$ cat src/rtl/core/ird_pkg.sv
package ird_pkg;

	localparam int DEPTH = 8;
	localparam int DATA_W = 32;
	localparam int PTR_W = (DEPTH > 1) ? $clog2(DEPTH) : 1;
	localparam int CNT_W = $clog2(DEPTH + 1);
	localparam int OCC_W = 4;

	typedef enum logic [1:0] {
		MODE_PUSH_REAR  = 2'd0,
		MODE_POP_FRONT  = 2'd1,
		MODE_POP_REAR   = 2'd2,
		MODE_PEEK_FRONT = 2'd3
	} mode_t;

	typedef enum logic [1:0] {
		ST_DONE  = 2'd0,
		ST_FULL  = 2'd1,
		ST_EMPTY = 2'd2
	} status_t;

	// per-item result fields known at accept time
	typedef struct packed {
		status_t           status;
		logic              rd;
		logic              is_empty;
		logic              is_full;
		logic [OCC_W-1:0]  occupancy;
	} ctl_t;

endpackage

$ cat src/rtl/core/ird_ram.sv
module ird_ram #(
	parameter int WIDTH = 32,
	parameter int DEPTH = 8
) (
	input  logic                                    clk,
	input  logic                                    we,
	input  logic [((DEPTH > 1) ? $clog2(DEPTH) : 1)-1:0] waddr,
	input  logic [WIDTH-1:0]                        wdata,
	input  logic                                    re,
	input  logic [((DEPTH > 1) ? $clog2(DEPTH) : 1)-1:0] raddr,
	output logic [WIDTH-1:0]                        rdata
);

	logic [WIDTH-1:0] mem [DEPTH];

	always_ff @(posedge clk) begin
		if (we) begin
			mem[waddr] <= wdata;
		end
		if (re) begin
			rdata <= mem[raddr];
		end
	end

endmodule

$ cat src/rtl/core/ird_ctrl.sv
module ird_ctrl (
	input  logic                       clk,
	input  logic                       arst_n,
	input  logic                       take,
	input  logic [1:0]                 mode,
	output ird_pkg::ctl_t              ctl,
	output logic                       ram_we,
	output logic                       ram_re,
	output logic [ird_pkg::PTR_W-1:0]  ram_waddr,
	output logic [ird_pkg::PTR_W-1:0]  ram_raddr
);
	import ird_pkg::*;

	logic [PTR_W-1:0] head_q, tail_q, head_d, tail_d;
	logic [CNT_W-1:0] cnt_q, cnt_d;
	logic             full, empty;

	function automatic logic [PTR_W-1:0] ptr_next(input logic [PTR_W-1:0] p);
		return (p == PTR_W'(DEPTH - 1)) ? '0 : p + PTR_W'(1);
	endfunction

	function automatic logic [PTR_W-1:0] ptr_prev(input logic [PTR_W-1:0] p);
		return (p == '0) ? PTR_W'(DEPTH - 1) : p - PTR_W'(1);
	endfunction

	assign full  = (cnt_q == CNT_W'(DEPTH));
	assign empty = (cnt_q == '0);

	always_comb begin
		head_d     = head_q;
		tail_d     = tail_q;
		cnt_d      = cnt_q;
		ram_we     = 1'b0;
		ram_re     = 1'b0;
		ram_waddr  = tail_q;
		ram_raddr  = head_q;
		ctl.status = ST_DONE;
		ctl.rd     = 1'b0;
		unique case (mode_t'(mode))
			MODE_PUSH_REAR: begin
				if (full) begin
					ctl.status = ST_FULL;
				end else begin
					ram_we = take;
					tail_d = ptr_next(tail_q);
					cnt_d  = cnt_q + CNT_W'(1);
				end
			end
			MODE_POP_FRONT: begin
				if (empty) begin
					ctl.status = ST_EMPTY;
				end else begin
					ram_re = take;
					ctl.rd = 1'b1;
					head_d = ptr_next(head_q);
					cnt_d  = cnt_q - CNT_W'(1);
				end
			end
			MODE_POP_REAR: begin
				if (empty) begin
					ctl.status = ST_EMPTY;
				end else begin
					ram_re    = take;
					ctl.rd    = 1'b1;
					ram_raddr = ptr_prev(tail_q);
					tail_d    = ptr_prev(tail_q);
					cnt_d     = cnt_q - CNT_W'(1);
				end
			end
			MODE_PEEK_FRONT: begin
				if (empty) begin
					ctl.status = ST_EMPTY;
				end else begin
					ram_re = take;
					ctl.rd = 1'b1;
				end
			end
		endcase
		ctl.is_empty  = (cnt_d == '0);
		ctl.is_full   = (cnt_d == CNT_W'(DEPTH));
		ctl.occupancy = OCC_W'(cnt_d);
	end

	always_ff @(posedge clk or negedge arst_n) begin
		if (!arst_n) begin
			head_q <= '0;
			tail_q <= '0;
			cnt_q  <= '0;
		end else if (take) begin
			head_q <= head_d;
			tail_q <= tail_d;
			cnt_q  <= cnt_d;
		end
	end

	a_cnt_bound: assert property (@(posedge clk) disable iff (!arst_n)
		cnt_q <= CNT_W'(DEPTH))
		else $error("fill count above depth");

	a_ptr_meet: assert property (@(posedge clk) disable iff (!arst_n)
		(cnt_q == '0 || cnt_q == CNT_W'(DEPTH)) |-> head_q == tail_q)
		else $error("pointers apart with deque empty or full");

	a_push_count: assert property (@(posedge clk) disable iff (!arst_n)
		(take && mode_t'(mode) == MODE_PUSH_REAR && !full)
		|=> cnt_q == $past(cnt_q) + CNT_W'(1))
		else $error("push did not raise count");

	a_no_rw: assert property (@(posedge clk) disable iff (!arst_n)
		!(ram_we && ram_re))
		else $error("read and write in one transfer");

endmodule

$ cat src/rtl/core/input_restricted_deque.sv
// input_restricted_deque: circular-buffer deque, insert at the rear only,
// remove from the front or the rear, or peek at the front.
// input channel: in_valid / in_stall carry mode and data; a transfer happens
// at a clock edge with in_valid high and in_stall low.
// output channel: out_valid / out_stall carry status, value, is_empty,
// is_full and occupancy; exactly one result per input transfer, in order.
// path: the element memory read registers at the transfer edge, then the
// output register loads the result unless out_stall holds it, and the result
// transfers from the output register.
// throughput: one item per cycle while in_stall stays low; the pointer and
// count update in the accept cycle, so the next item sees the new state with no bubble.
// a pushed element is written at its transfer edge and is readable by the
// very next item.
// reset (arst_n low) empties the deque, clears both pointers and drops all
// pending results; the element memory is not cleared.
// when out_stall holds the output register and a result waits behind it,
// in_stall rises until the output drains.
module input_restricted_deque (
	input  logic                        clk,
	input  logic                        arst_n,
	input  logic                        in_valid,
	output logic                        in_stall,
	input  logic [1:0]                  mode,
	input  logic signed [ird_pkg::DATA_W-1:0] data,
	output logic                        out_valid,
	input  logic                        out_stall,
	output logic [1:0]                  status,
	output logic signed [ird_pkg::DATA_W-1:0] value,
	output logic                        is_empty,
	output logic                        is_full,
	output logic [ird_pkg::OCC_W-1:0]   occupancy
);
	import ird_pkg::*;

	logic              take, adv_s1;
	ctl_t              ctl, ctl_s1;
	logic              valid_s1;
	logic              ram_we, ram_re;
	logic [PTR_W-1:0]  ram_waddr, ram_raddr;
	logic [DATA_W-1:0] ram_rdata;
	logic              out_valid_q;
	status_t           status_q;
	logic [DATA_W-1:0] value_q;
	logic              is_empty_q, is_full_q;
	logic [OCC_W-1:0]  occupancy_q;

	assign adv_s1   = valid_s1 && (!out_valid_q || !out_stall);
	assign in_stall = valid_s1 && out_valid_q && out_stall;
	assign take     = in_valid && !in_stall;

	ird_ctrl u_ctrl (
		.clk       (clk),
		.arst_n    (arst_n),
		.take      (take),
		.mode      (mode),
		.ctl       (ctl),
		.ram_we    (ram_we),
		.ram_re    (ram_re),
		.ram_waddr (ram_waddr),
		.ram_raddr (ram_raddr)
	);

	ird_ram #(
		.WIDTH (DATA_W),
		.DEPTH (DEPTH)
	) u_ram (
		.clk   (clk),
		.we    (ram_we),
		.waddr (ram_waddr),
		.wdata (data),
		.re    (ram_re),
		.raddr (ram_raddr),
		.rdata (ram_rdata)
	);

	always_ff @(posedge clk or negedge arst_n) begin
		if (!arst_n) begin
			valid_s1 <= 1'b0;
		end else if (take) begin
			valid_s1 <= 1'b1;
		end else if (adv_s1) begin
			valid_s1 <= 1'b0;
		end
	end

	always_ff @(posedge clk) begin
		if (take) begin
			ctl_s1 <= ctl;
		end
	end

	always_ff @(posedge clk or negedge arst_n) begin
		if (!arst_n) begin
			out_valid_q <= 1'b0;
		end else if (adv_s1) begin
			out_valid_q <= 1'b1;
		end else if (!out_stall) begin
			out_valid_q <= 1'b0;
		end
	end

	always_ff @(posedge clk) begin
		if (adv_s1) begin
			status_q    <= ctl_s1.status;
			value_q     <= ctl_s1.rd ? ram_rdata : '0;
			is_empty_q  <= ctl_s1.is_empty;
			is_full_q   <= ctl_s1.is_full;
			occupancy_q <= ctl_s1.occupancy;
		end
	end

	assign out_valid = out_valid_q;
	assign status    = status_q;
	assign value     = value_q;
	assign is_empty  = is_empty_q;
	assign is_full   = is_full_q;
	assign occupancy = occupancy_q;

	a_empty_flag: assert property (@(posedge clk) disable iff (!arst_n)
		(out_valid && status_t'(status) == ST_EMPTY) |-> is_empty)
		else $error("empty rejection without empty flag");

	a_full_flag: assert property (@(posedge clk) disable iff (!arst_n)
		(out_valid && status_t'(status) == ST_FULL) |-> is_full)
		else $error("full rejection without full flag");

	a_no_loss: assert property (@(posedge clk) disable iff (!arst_n)
		(valid_s1 && out_valid_q && out_stall) |=> valid_s1 && out_valid_q)
		else $error("result dropped while stalled");

	a_zero_value: assert property (@(posedge clk) disable iff (!arst_n)
		(out_valid && status_t'(status) != ST_DONE) |-> value == '0)
		else $error("rejected item carries a value");

endmodule

$ cat config.mk
export PLATFORM = sky130hd
export DESIGN_NAME = input_restricted_deque
export DESIGN_NICKNAME = d
export VERILOG_FILES = /design/src/rtl/core/ird_pkg.sv /design/src/rtl/core/ird_ram.sv /design/src/rtl/core/ird_ctrl.sv /design/src/rtl/core/input_restricted_deque.sv
export SDC_FILE = /design/constraint.sdc
export NUM_CORES = 1
export LEC_CHECK = 0
export BUFFER_PORTS_ARGS = -buffer_cell sky130_fd_sc_hd__buf_2
export CORE_MARGIN = 1
export CORE_UTILIZATION = 40
export CTS_BUF_LIST = sky130_fd_sc_hd__clkbuf_8
export DETAILED_ROUTE_END_ITERATION = 6
export GPL_ROUTABILITY_DRIVEN = 0
export MAX_ROUTING_LAYER = met4
export PLACE_DENSITY_LB_ADDON = 0.15
export SYNTH_ARGS = -nofsm -noshare
export SYNTH_HDL_FRONTEND = slang
export SYNTH_SLANG_ARGS = --single-unit
$ cat constraint.sdc
create_clock -name clk -period 6.4 [get_ports clk]
set_clock_uncertainty 0.2 [all_clocks]
set_input_delay 0 -clock clk [delete_from_list [all_inputs] [get_ports clk]]
set_output_delay 0 -clock clk [all_outputs]
set_load 0.005 [all_outputs]
After elaboration in Yosys (flattened, before gate mapping) --
Memories as Yosys holds them, arrays and structs flattened. A register that Yosys moved wholly into a read port is not among the register bits. Index checks and enable logic that the tools add are counted.
Operators by class: $add $sub $neg 5, equality and inequality tests 10, muxes and demuxes 25, bitwise operators 1, reductions and logical operators 18
Operators by type and width (number):
- $mux 3 | 7
- $mux 1 | 12
- $eq 4x4->1 const B | 2
- $logic_not 4->1 | 2
- $mux 4 | 2
- $pmux 4 s2 | 1
- $add 3x1->3 const B | 2
- $eq 3x3->1 const B | 2
- $pmux 3 s2 | 1
- $add 4x1->4 const B | 1
- $eq 2x2->1 const B | 2
- $logic_and 1x1->1 | 4
- $ne 2x2->1 const B | 2
- $pmux 2 s2 | 1
- $reduce_and 4->1 | 1
- $reduce_bool 2->1 | 2
- $sub 4x1->4 const B | 1
- $logic_not 1->1 | 3
- $logic_not 3->1 | 1
- $reduce_and 3->1 | 1
- $reduce_or 3->1 | 1
- $sub 3x1->3 const B | 1
- $eq 2x1->1 const B | 1
- $logic_not 2->1 | 1
- 5 further kinds | 5
Word-level totals: register bits 61, RAM bits 256, bits of input ports 38, output and inout port bits 42, word-level logic and storage cells 75, memories 1
Memory list:
- u_ram.mem | depth 8, width 32, read ports 1, clocked after memory_dff 1, write ports 1, line ird_ram.sv:14 | logic [WIDTH-1:0] mem [DEPTH];

Depth between registers and ports, before layout --
Gate-level depths: netlist (run 1).
depth in word-level cells 8, mapped depth 10

Modules after synthesis --
A second synthesis (run 1) with hierarchy kept.
Unflattened totals: cells, all modules 624, area total of the unflattened synthesis 13611.8 µm²
Modules (own cells, without submodules):
- ird_ram | times used 1, cells an instance 415, area an instance 10786.6 µm²
- input_restricted_deque | times used 1, cells an instance 92, area an instance 1813.0 µm²
- ird_ctrl | times used 1, cells an instance 117, area an instance 1012.2 µm²

Least setup slack after synthesis (run 1) --
OpenSTA, ideal clock, no wires.
path type register -> register, start register out_valid_q, in the netlist out_valid, end memory u_ram.mem[4][0], enable pin, setup time 501 ps, arrival time 4232 ps, data required time 5699 ps, path slack 1466 ps, stages on the path, launching flop included 6, buffers on the path 0, cell sequence dfrtp_1 nand3_1 nand2_1 inv_1 nand3_1 nor4_1
On the way: word-level cells in the longest chain between the ends 8
Ends and longest elaborated chain:
- start: declaration | line input_restricted_deque.sv:41 | logic out_valid_q;
- start signal: assignment | line input_restricted_deque.sv:94 | out_valid_q <= 1'b0;
- start signal: assignment | line input_restricted_deque.sv:96 | out_valid_q <= 1'b1;
- start signal: assignment | line input_restricted_deque.sv:98 | out_valid_q <= 1'b0;
- $logic_and 1x1->1 (2 in a row) | line input_restricted_deque.sv:48 | assign in_stall = valid_s1 && out_valid_q && out_stall;
- $logic_not 1->1 | line input_restricted_deque.sv:49 | assign take = in_valid && !in_stall;
- $logic_and 1x1->1 | line input_restricted_deque.sv:49
- named net take | line input_restricted_deque.sv:35 | logic take, adv_s1;
- $mux 1 | line ird_ctrl.sv:41 | if (full) begin
- $mux 1 | line ird_ctrl.sv:39 | unique case (mode_t'(mode))
- $mux 1 | line ird_ram.sv:17 | if (we) begin
- $mux 1 (not written as such) | line ird_ram.sv:18 | mem[waddr] <= wdata;
- end: declaration | line ird_ram.sv:14
The timed path passes the listed nets, and every way through them passes these cells.

Worst setup path in the final report (run 1) --
start register u_ctrl.tail_q[0], in the netlist u_ctrl.ram_waddr[0], end register u_ram.rdata[26] (read register of u_ram.mem), data pin
On the way: word-level cells in the longest chain between the ends 4, elaborated cells between the ends (all ways) 5, classes of those cells 1 x add/sub; 3 x mux; 1 x reduce/logical
Ends and longest elaborated chain:
- start: declaration | line ird_ctrl.sv:14 | logic [PTR_W-1:0] head_q, tail_q, head_d, tail_d;
- start signal: assignment | line ird_ctrl.sv:91 | tail_q <= tail_d;
- $sub 3x1->3 or $logic_not 3->1 (tied branches) | line ird_ctrl.sv:23 | return (p == '0) ? PTR_W'(DEPTH - 1) : p - PTR_W'(1);
- $mux 3 (*) | line ird_ctrl.sv:23
- $mux 3 (*) | line ird_ctrl.sv:60 | if (empty) begin
- $mux 3 (*) | line ird_ctrl.sv:39
- end: declaration | line ird_ram.sv:11 | output logic [WIDTH-1:0] rdata
Mark *: on every way between the ends. The rest lies on a longest branch, timed or not. A chain may end at the register's enable or synchronous reset.

==> metrics.cfg, run 1 <==
[critical_path]
path_class = flop to flop
arrival_ps = 4420
worstSetupEndpointType = flop
path_depth = 8
required_ps = 6620
cp-start-kind = flop
path_delay_family = simple AND/OR/NAND/NOR gates
crit-reg2reg-launch = u_ctrl.ram_waddr[0]
critPathMaxFanout = 62
worst_path_max_delay_cell = or4_2
reg2regPathDepth = 8
cp_num_buf_inv = 2
crit_chain = inv_1, ha_1, ha_1, or4_2, nand2_4, buf_4, a211oi_1, nor4_1
crit_path_frequent_cell = ha_1
cp_slowest_stage_delay_ps = 970
ff2ff_setup_slack_ps = 2200
r2r_end = u_ram.rdata[26]

[sta]
hold_viol = 0
rsz0062_at_grt = false
period_minus_slack_ps = 4200
tightest_slew_ps = 1080
setup_viol = 0
max_slew_margin_pct = 28.1
final_max_slew_viol_count = 0
max_freq_ghz = 0.238
setup_ws_ps = 2200
fin_tns_setup_ps = 0
period_share_pct = 65.6

[layout]
layout-drive-gt1-share_pct = 18.0
nNetsFinal = 1079
area_delta_synth_final_pct = 19.3
utilization_pct = 48.6

[drt]
drt_iter0_markers = 538
ant_nets = 0
drt_first_pass_iters = 5
wirelength_mm = 31.7
vias_per_cell = 5.32
vias = 8111
wire_per_inst_microns = 20.8
drc = 0

[synthesis]
synth_common_cells = 337 x edfxtp_1, 130 x a211oi_1, 130 x and3_1
yosysTopAreaCellShare_pct = 73.9
synth.net_count = 911
syn-cell-area_sq_um = 13700
synth.ff_latch_count = 349
synth_area_per_cell_sq_um = 15.9
synth-edff-count = 337
netlist_instances = 861
synthArstFlopShare_pct = 3.44
yosysWarnings = 0
synth_cell_types = 38
synth-main-ff-cell = edfxtp_1
yosysTopAreaCell = edfxtp_1
yosysMostFrequentCell = edfxtp_1
synth.top_cells.by_area = edfxtp_1 74%, a211oi_1 7.1%, and3_1 5.9%, dfrtp_1 2.2%, nor4_1 1.7%
ys_seq_area_share_pct = 76.1

[placed_design]
pre_cts_ws_ps = 2220
dp_hpwl_mm = 16.0
port_buffers = 79

[floorplan]
dieWidth_microns = 187
die_h_microns = 187
row_count = 67
core_area_sq_um = 33600
start_util_pct = 40.7
io_pins = 80
die_area_sq_um = 35000

[global_routing]
first_global_vias = 8261
antenna_found_initial = 1
grt_pass1_wl_mm = 48.7
track_usage_pct = 18.9
grt_max_degree = 101
gr-total-overflow = 0

[clock_tree]
cts_max_path_buffers = 3
htree_levels = 2
clkLatencyLatePin_ps = 620
clock-root-buffer = clkbuf_8
cts_tree = yes
clock-sinks = 349
path_clk_slew_ps = 60
cts-buffers-inserted = 57

[pwr]
vdd.ir_drop.worst_uv = 187
leakagePower_nw = 5.85
powerDensity_nw_per_um2 = 396

[run]
cap_violations = 0

[hold_path]
min-delay-start = data[28]
hold_end = u_ram.mem[7][28]
min_path_cells = 2
min_path_type = input port to flop

[status]
status = finished, final reports clean

cells by family after synthesis:
group	share of synthesized area [%]
AOI/OAI and AO/OA	8.42
adders and majority gates	1.10
buffers and inverters	2.56
DFF	76.1
muxes	0.420
and+or+nand+nor	11.4
final cells by class:
type	count	area (sq um)
fill	2933	17300
clock inverter	49	210
antenna	1	2.50
inverter	13	48.8
tap	448	561
clock buffer	57	785
timing repair buffer	173	1270
multi-input combinational	435	3040
sequential	349	10400
repair_timing:
action | in CTS | in global routing
hold buffers | 68 | 0
buffers inserted | 0 | 0
setup endpoints to repair | 0 | 0
gates resized for setup | 0 | 0
endpoints found under the hold margin | 331 | 0
through the flow:
step / hold WS (ps) / instance area [sq um] / power [mW] / std cells
2_1_floorplan: -496 / 13700 / 4.22 / 861
3_3_place_gp: -286 / 14700 / 4.78 / 1350
3_5_place_dp: -293 / 14700 / 4.80 / 1350
4_1_cts: 1.68 / 16300 / 6.54 / 1524
5_1_grt: 23.4 / 16300 / 6.81 / 1525
6_report: 25.1 / 16300 / 6.47 / 1525
layout by cell type, fill, tap and decap left out, types with 3 or more instances in the layout:
master,count
nor4_2,3
nand2_1,15
nor3_1,3
edfxtp_1,337
dfrtp_1,12
ha_1,12
a21o_1,3
nor2b_1,5
a31oi_4,3
a211oi_1,130
nor2_1,13
o21ai_0,8
clkbuf_8,57
clkinv_2,9
buf_4,26
dlygate4sd3_1,68
buf_2,79
inv_1,32
clkinv_1,18
and2_1,32
nor4_1,34
nor3_2,5
nand3_1,4
a21oi_1,5
and3_1,130
state kept, by name, summed over array words and instances, names as in the netlist, 2 cells and up:
name and count:
u_ctrl.cnt_q 4, value 32, status 2, u_ram.mem 256
occupancy 4, u_ctrl.ram_waddr 3, ctl_s1 9, u_ram.rdata 32
u_ctrl.head_q 3
how the worst max path moves through the flow:
| stage | startpoint | endpoint | slack, ps |
|---|---|---|---|
| global placement | u_ctrl.ram_waddr[0] | u_ram.rdata[31] | 2340 |
| detailed placement | u_ctrl.ram_waddr[0] | u_ram.rdata[26] | 2220 |
| CTS | u_ctrl.ram_waddr[0] | u_ram.rdata[25] | 2200 |
| finish | u_ctrl.ram_waddr[0] | u_ram.rdata[26] | 2200 |
| floorplan | out_valid | u_ram.mem[4][0] | 1470 |
| global route | u_ctrl.ram_waddr[0] | u_ram.rdata[25] | 1910 |
routing by layer:
metal / share of wire, % / up-vias / track usage (%)
met5: 0 / - / -
met2: 48 / 179 / 30.7
met4: 1.7 / 0 / 5.45
li1: - / 3806 / -
met3: 4.3 / 59 / 3.45
met1: 45 / 4067 / 24.4
power by group:
| group | internal, mW | switching [mW] | total [mW] | leakage, nW |
|---|---|---|---|---|
| logic | 0.645 | 1.16 | 1.80 | 2.04 |
| registers | 2.85 | 0.121 | 2.97 | 3.23 |
| clock network | 0.832 | 0.867 | 1.70 | 0.581 |
| total | 4.32 | 2.15 | 6.47 | 5.85 |
No activity file was read; power rests on OpenSTA's default activity.
==> run 2, diff against run 1 <==
==> constraint.sdc (replaced) <==
create_clock -name clk -period 3.5 [get_ports clk]
set_clock_uncertainty 0.2 [all_clocks]
set_input_delay 0 -clock clk [delete_from_list [all_inputs] [get_ports clk]]
set_output_delay 0 -clock clk [all_outputs]
set_load 0.005 [all_outputs]
==> metrics.cfg, run 2 (synthesized netlist as in run 1, its figures left out) <==
[global_routing]
gr-total-overflow = 0
first_global_vias = 8122
antenna_found_initial = 0
grt_pass1_wl_mm = 48.1
grt_max_degree = 69
track_usage_pct = 18.6

[drt]
drt_iter0_markers = 616
drc = 0
drt_first_pass_iters = 4
vias = 7988
vias_per_cell = 5.29
wirelength_mm = 31.4
ant_nets = 0
wire_per_inst_microns = 20.8

[critical_path]
path_class = flop to flop
arrival_ps = 3390
path_delay_family = simple AND/OR/NAND/NOR gates
crit_path_frequent_cell = buf_12
cp_slowest_stage_delay_ps = 690
cp-start-kind = flop
crit_chain = inv_1, ha_1, nor3b_2, or4_2, nand2_4, buf_12, buf_12, a211oi_1, nor4_2
required_ps = 3690
worst_path_max_delay_cell = or4_2
critPathMaxFanout = 31
worstSetupEndpointType = flop
cp_num_buf_inv = 3

[sta]
tightest_slew_ps = 859
final_max_slew_viol_count = 0
period_minus_slack_ps = 3200
rsz0062_at_grt = false
max_freq_ghz = 0.312
setup_viol = 0
max_slew_margin_pct = 42.7
hold_viol = 0
hold_slack_ps = 22.9
period_share_pct = 91.4

[pwr]
leakagePower_nw = 5.89
powerDensity_nw_per_um2 = 741
vdd.ir_drop.worst_uv = 390

[clock_tree]
cts_setup_buffers = 0
cts-buffers-inserted = 58
htree_levels = 2
clock-sinks = 349
clkLatencyLatePin_ps = 590
path_clk_slew_ps = 60
cts_max_path_buffers = 3
cts_tree = yes
clock-root-buffer = clkbuf_8

[floorplan]
io_pins = 80
start_util_pct = 40.7
core_area_sq_um = 33600
die_h_microns = 187
row_count = 67
die_area_sq_um = 35000
dieWidth_microns = 187

[hold_path]
min_path_type = input port to flop

[status]
status = finished, final reports clean

[layout]
layout_common_cells = 337 x edfxtp_1, 130 x and3_1, 130 x a211oi_1
top_register = u_ram.mem
n_fill_cell = 2889
n_antenna_cell = 0
layout-drive-gt1-share_pct = 18.8
final_common_cell = edfxtp_1
nNetsFinal = 1069
largest_reg_flops = 256
layout.cells.non_filler = 1511
area_delta_synth_final_pct = 20.5

[run]
cap_violations = 0

[placed_design]
dp_hpwl_mm = 15.9
placed_cells = 1358
port_buffers = 79

## run 2: path summary, 6_finish.rpt
| check | slack, ps | end | depth (start not counted) | startpoint |
|---|---|---|---|---|
| worst min-delay path | 20 | u_ram.mem[2][16] | 2 | data[16] |
| worst max-delay path | 300 | u_ram.rdata[29] | 9 | u_ctrl.cnt_q[0] |
| max in group asynchronous | 2370 | u_ctrl.cnt_q[3] | 3 | arst_n |
| worst max register to register | 300 | u_ram.rdata[29] | 9 | u_ctrl.cnt_q[0] |
| min in group asynchronous | 320 | u_ctrl.ram_waddr[1] | 3 | arst_n |
| worst min register to register | 220 | occupancy[2] | 0 | ctl_s1[2] |
## run 2: layout make-up
cell class	instances	area [sq um]	area share (%)
Timing Repair Buffer	162	1370	8.28
Sequential cell	349	10400	63.2
Clock buffer	59	812	4.92
Clock inverter	45	211	1.28
Multi-Input combinational cell	435	3080	18.6
Inverter	13	48.8	0.296
Tap cell	448	561	3.40
## run 2: power breakdown
part	total, mW	switching [mW]	internal [mW]
registers	5.39	0.189	5.21
clock network	3.19	1.56	1.63
logic	3.64	2.20	1.44
total	12.2	3.95	8.28
## run 2: through the flow
| step | utilization, % | power, mW | setup WS, ps | TNS [ps] | area, sq um |
|---|---|---|---|---|---|
| 6_report | 49.1 | 12.2 | 300 | 0 | 16500 |
| 5_1_grt | 49.1 | 12.9 | 102 | 0 | 16500 |
| 4_1_cts | 49.0 | 12.4 | 234 | 0 | 16500 |
| 3_5_place_dp | 44.5 | 9.11 | 261 | 0 | 15000 |
| 3_3_place_gp | 44.5 | 9.06 | 434 | 0 | 15000 |
| 2_1_floorplan | - | 7.73 | -563 | -99950 | 13700 |
## run 2: worst register-to-register path, cell delays in order (launching register included)
cell      delay, ps
dfrtp_1         470
inv_1            90
ha_1            310
nor3b_2         240
or4_2           690
nand2_4         200
buf_12          180
buf_12          210
a211oi_1        110
nor4_2          310
## run 2: layer usage
metal | routed length, microns | global-route usage [%] | vias to the layer above
li1 | - | - | 3768
met1 | 14200 | 24.3 | 4000
met2 | 15300 | 30.1 | 171
met3 | 1200 | 2.83 | 49
met4 | 627 | 5.45 | 0
met5 | 0 | - | -
## run 2: what timing repair did
item	in CTS	in global routing
endpoints found under the setup margin	0	1
hold endpoints to repair	331	0
resized for setup	0	1
hold buffers	49	0
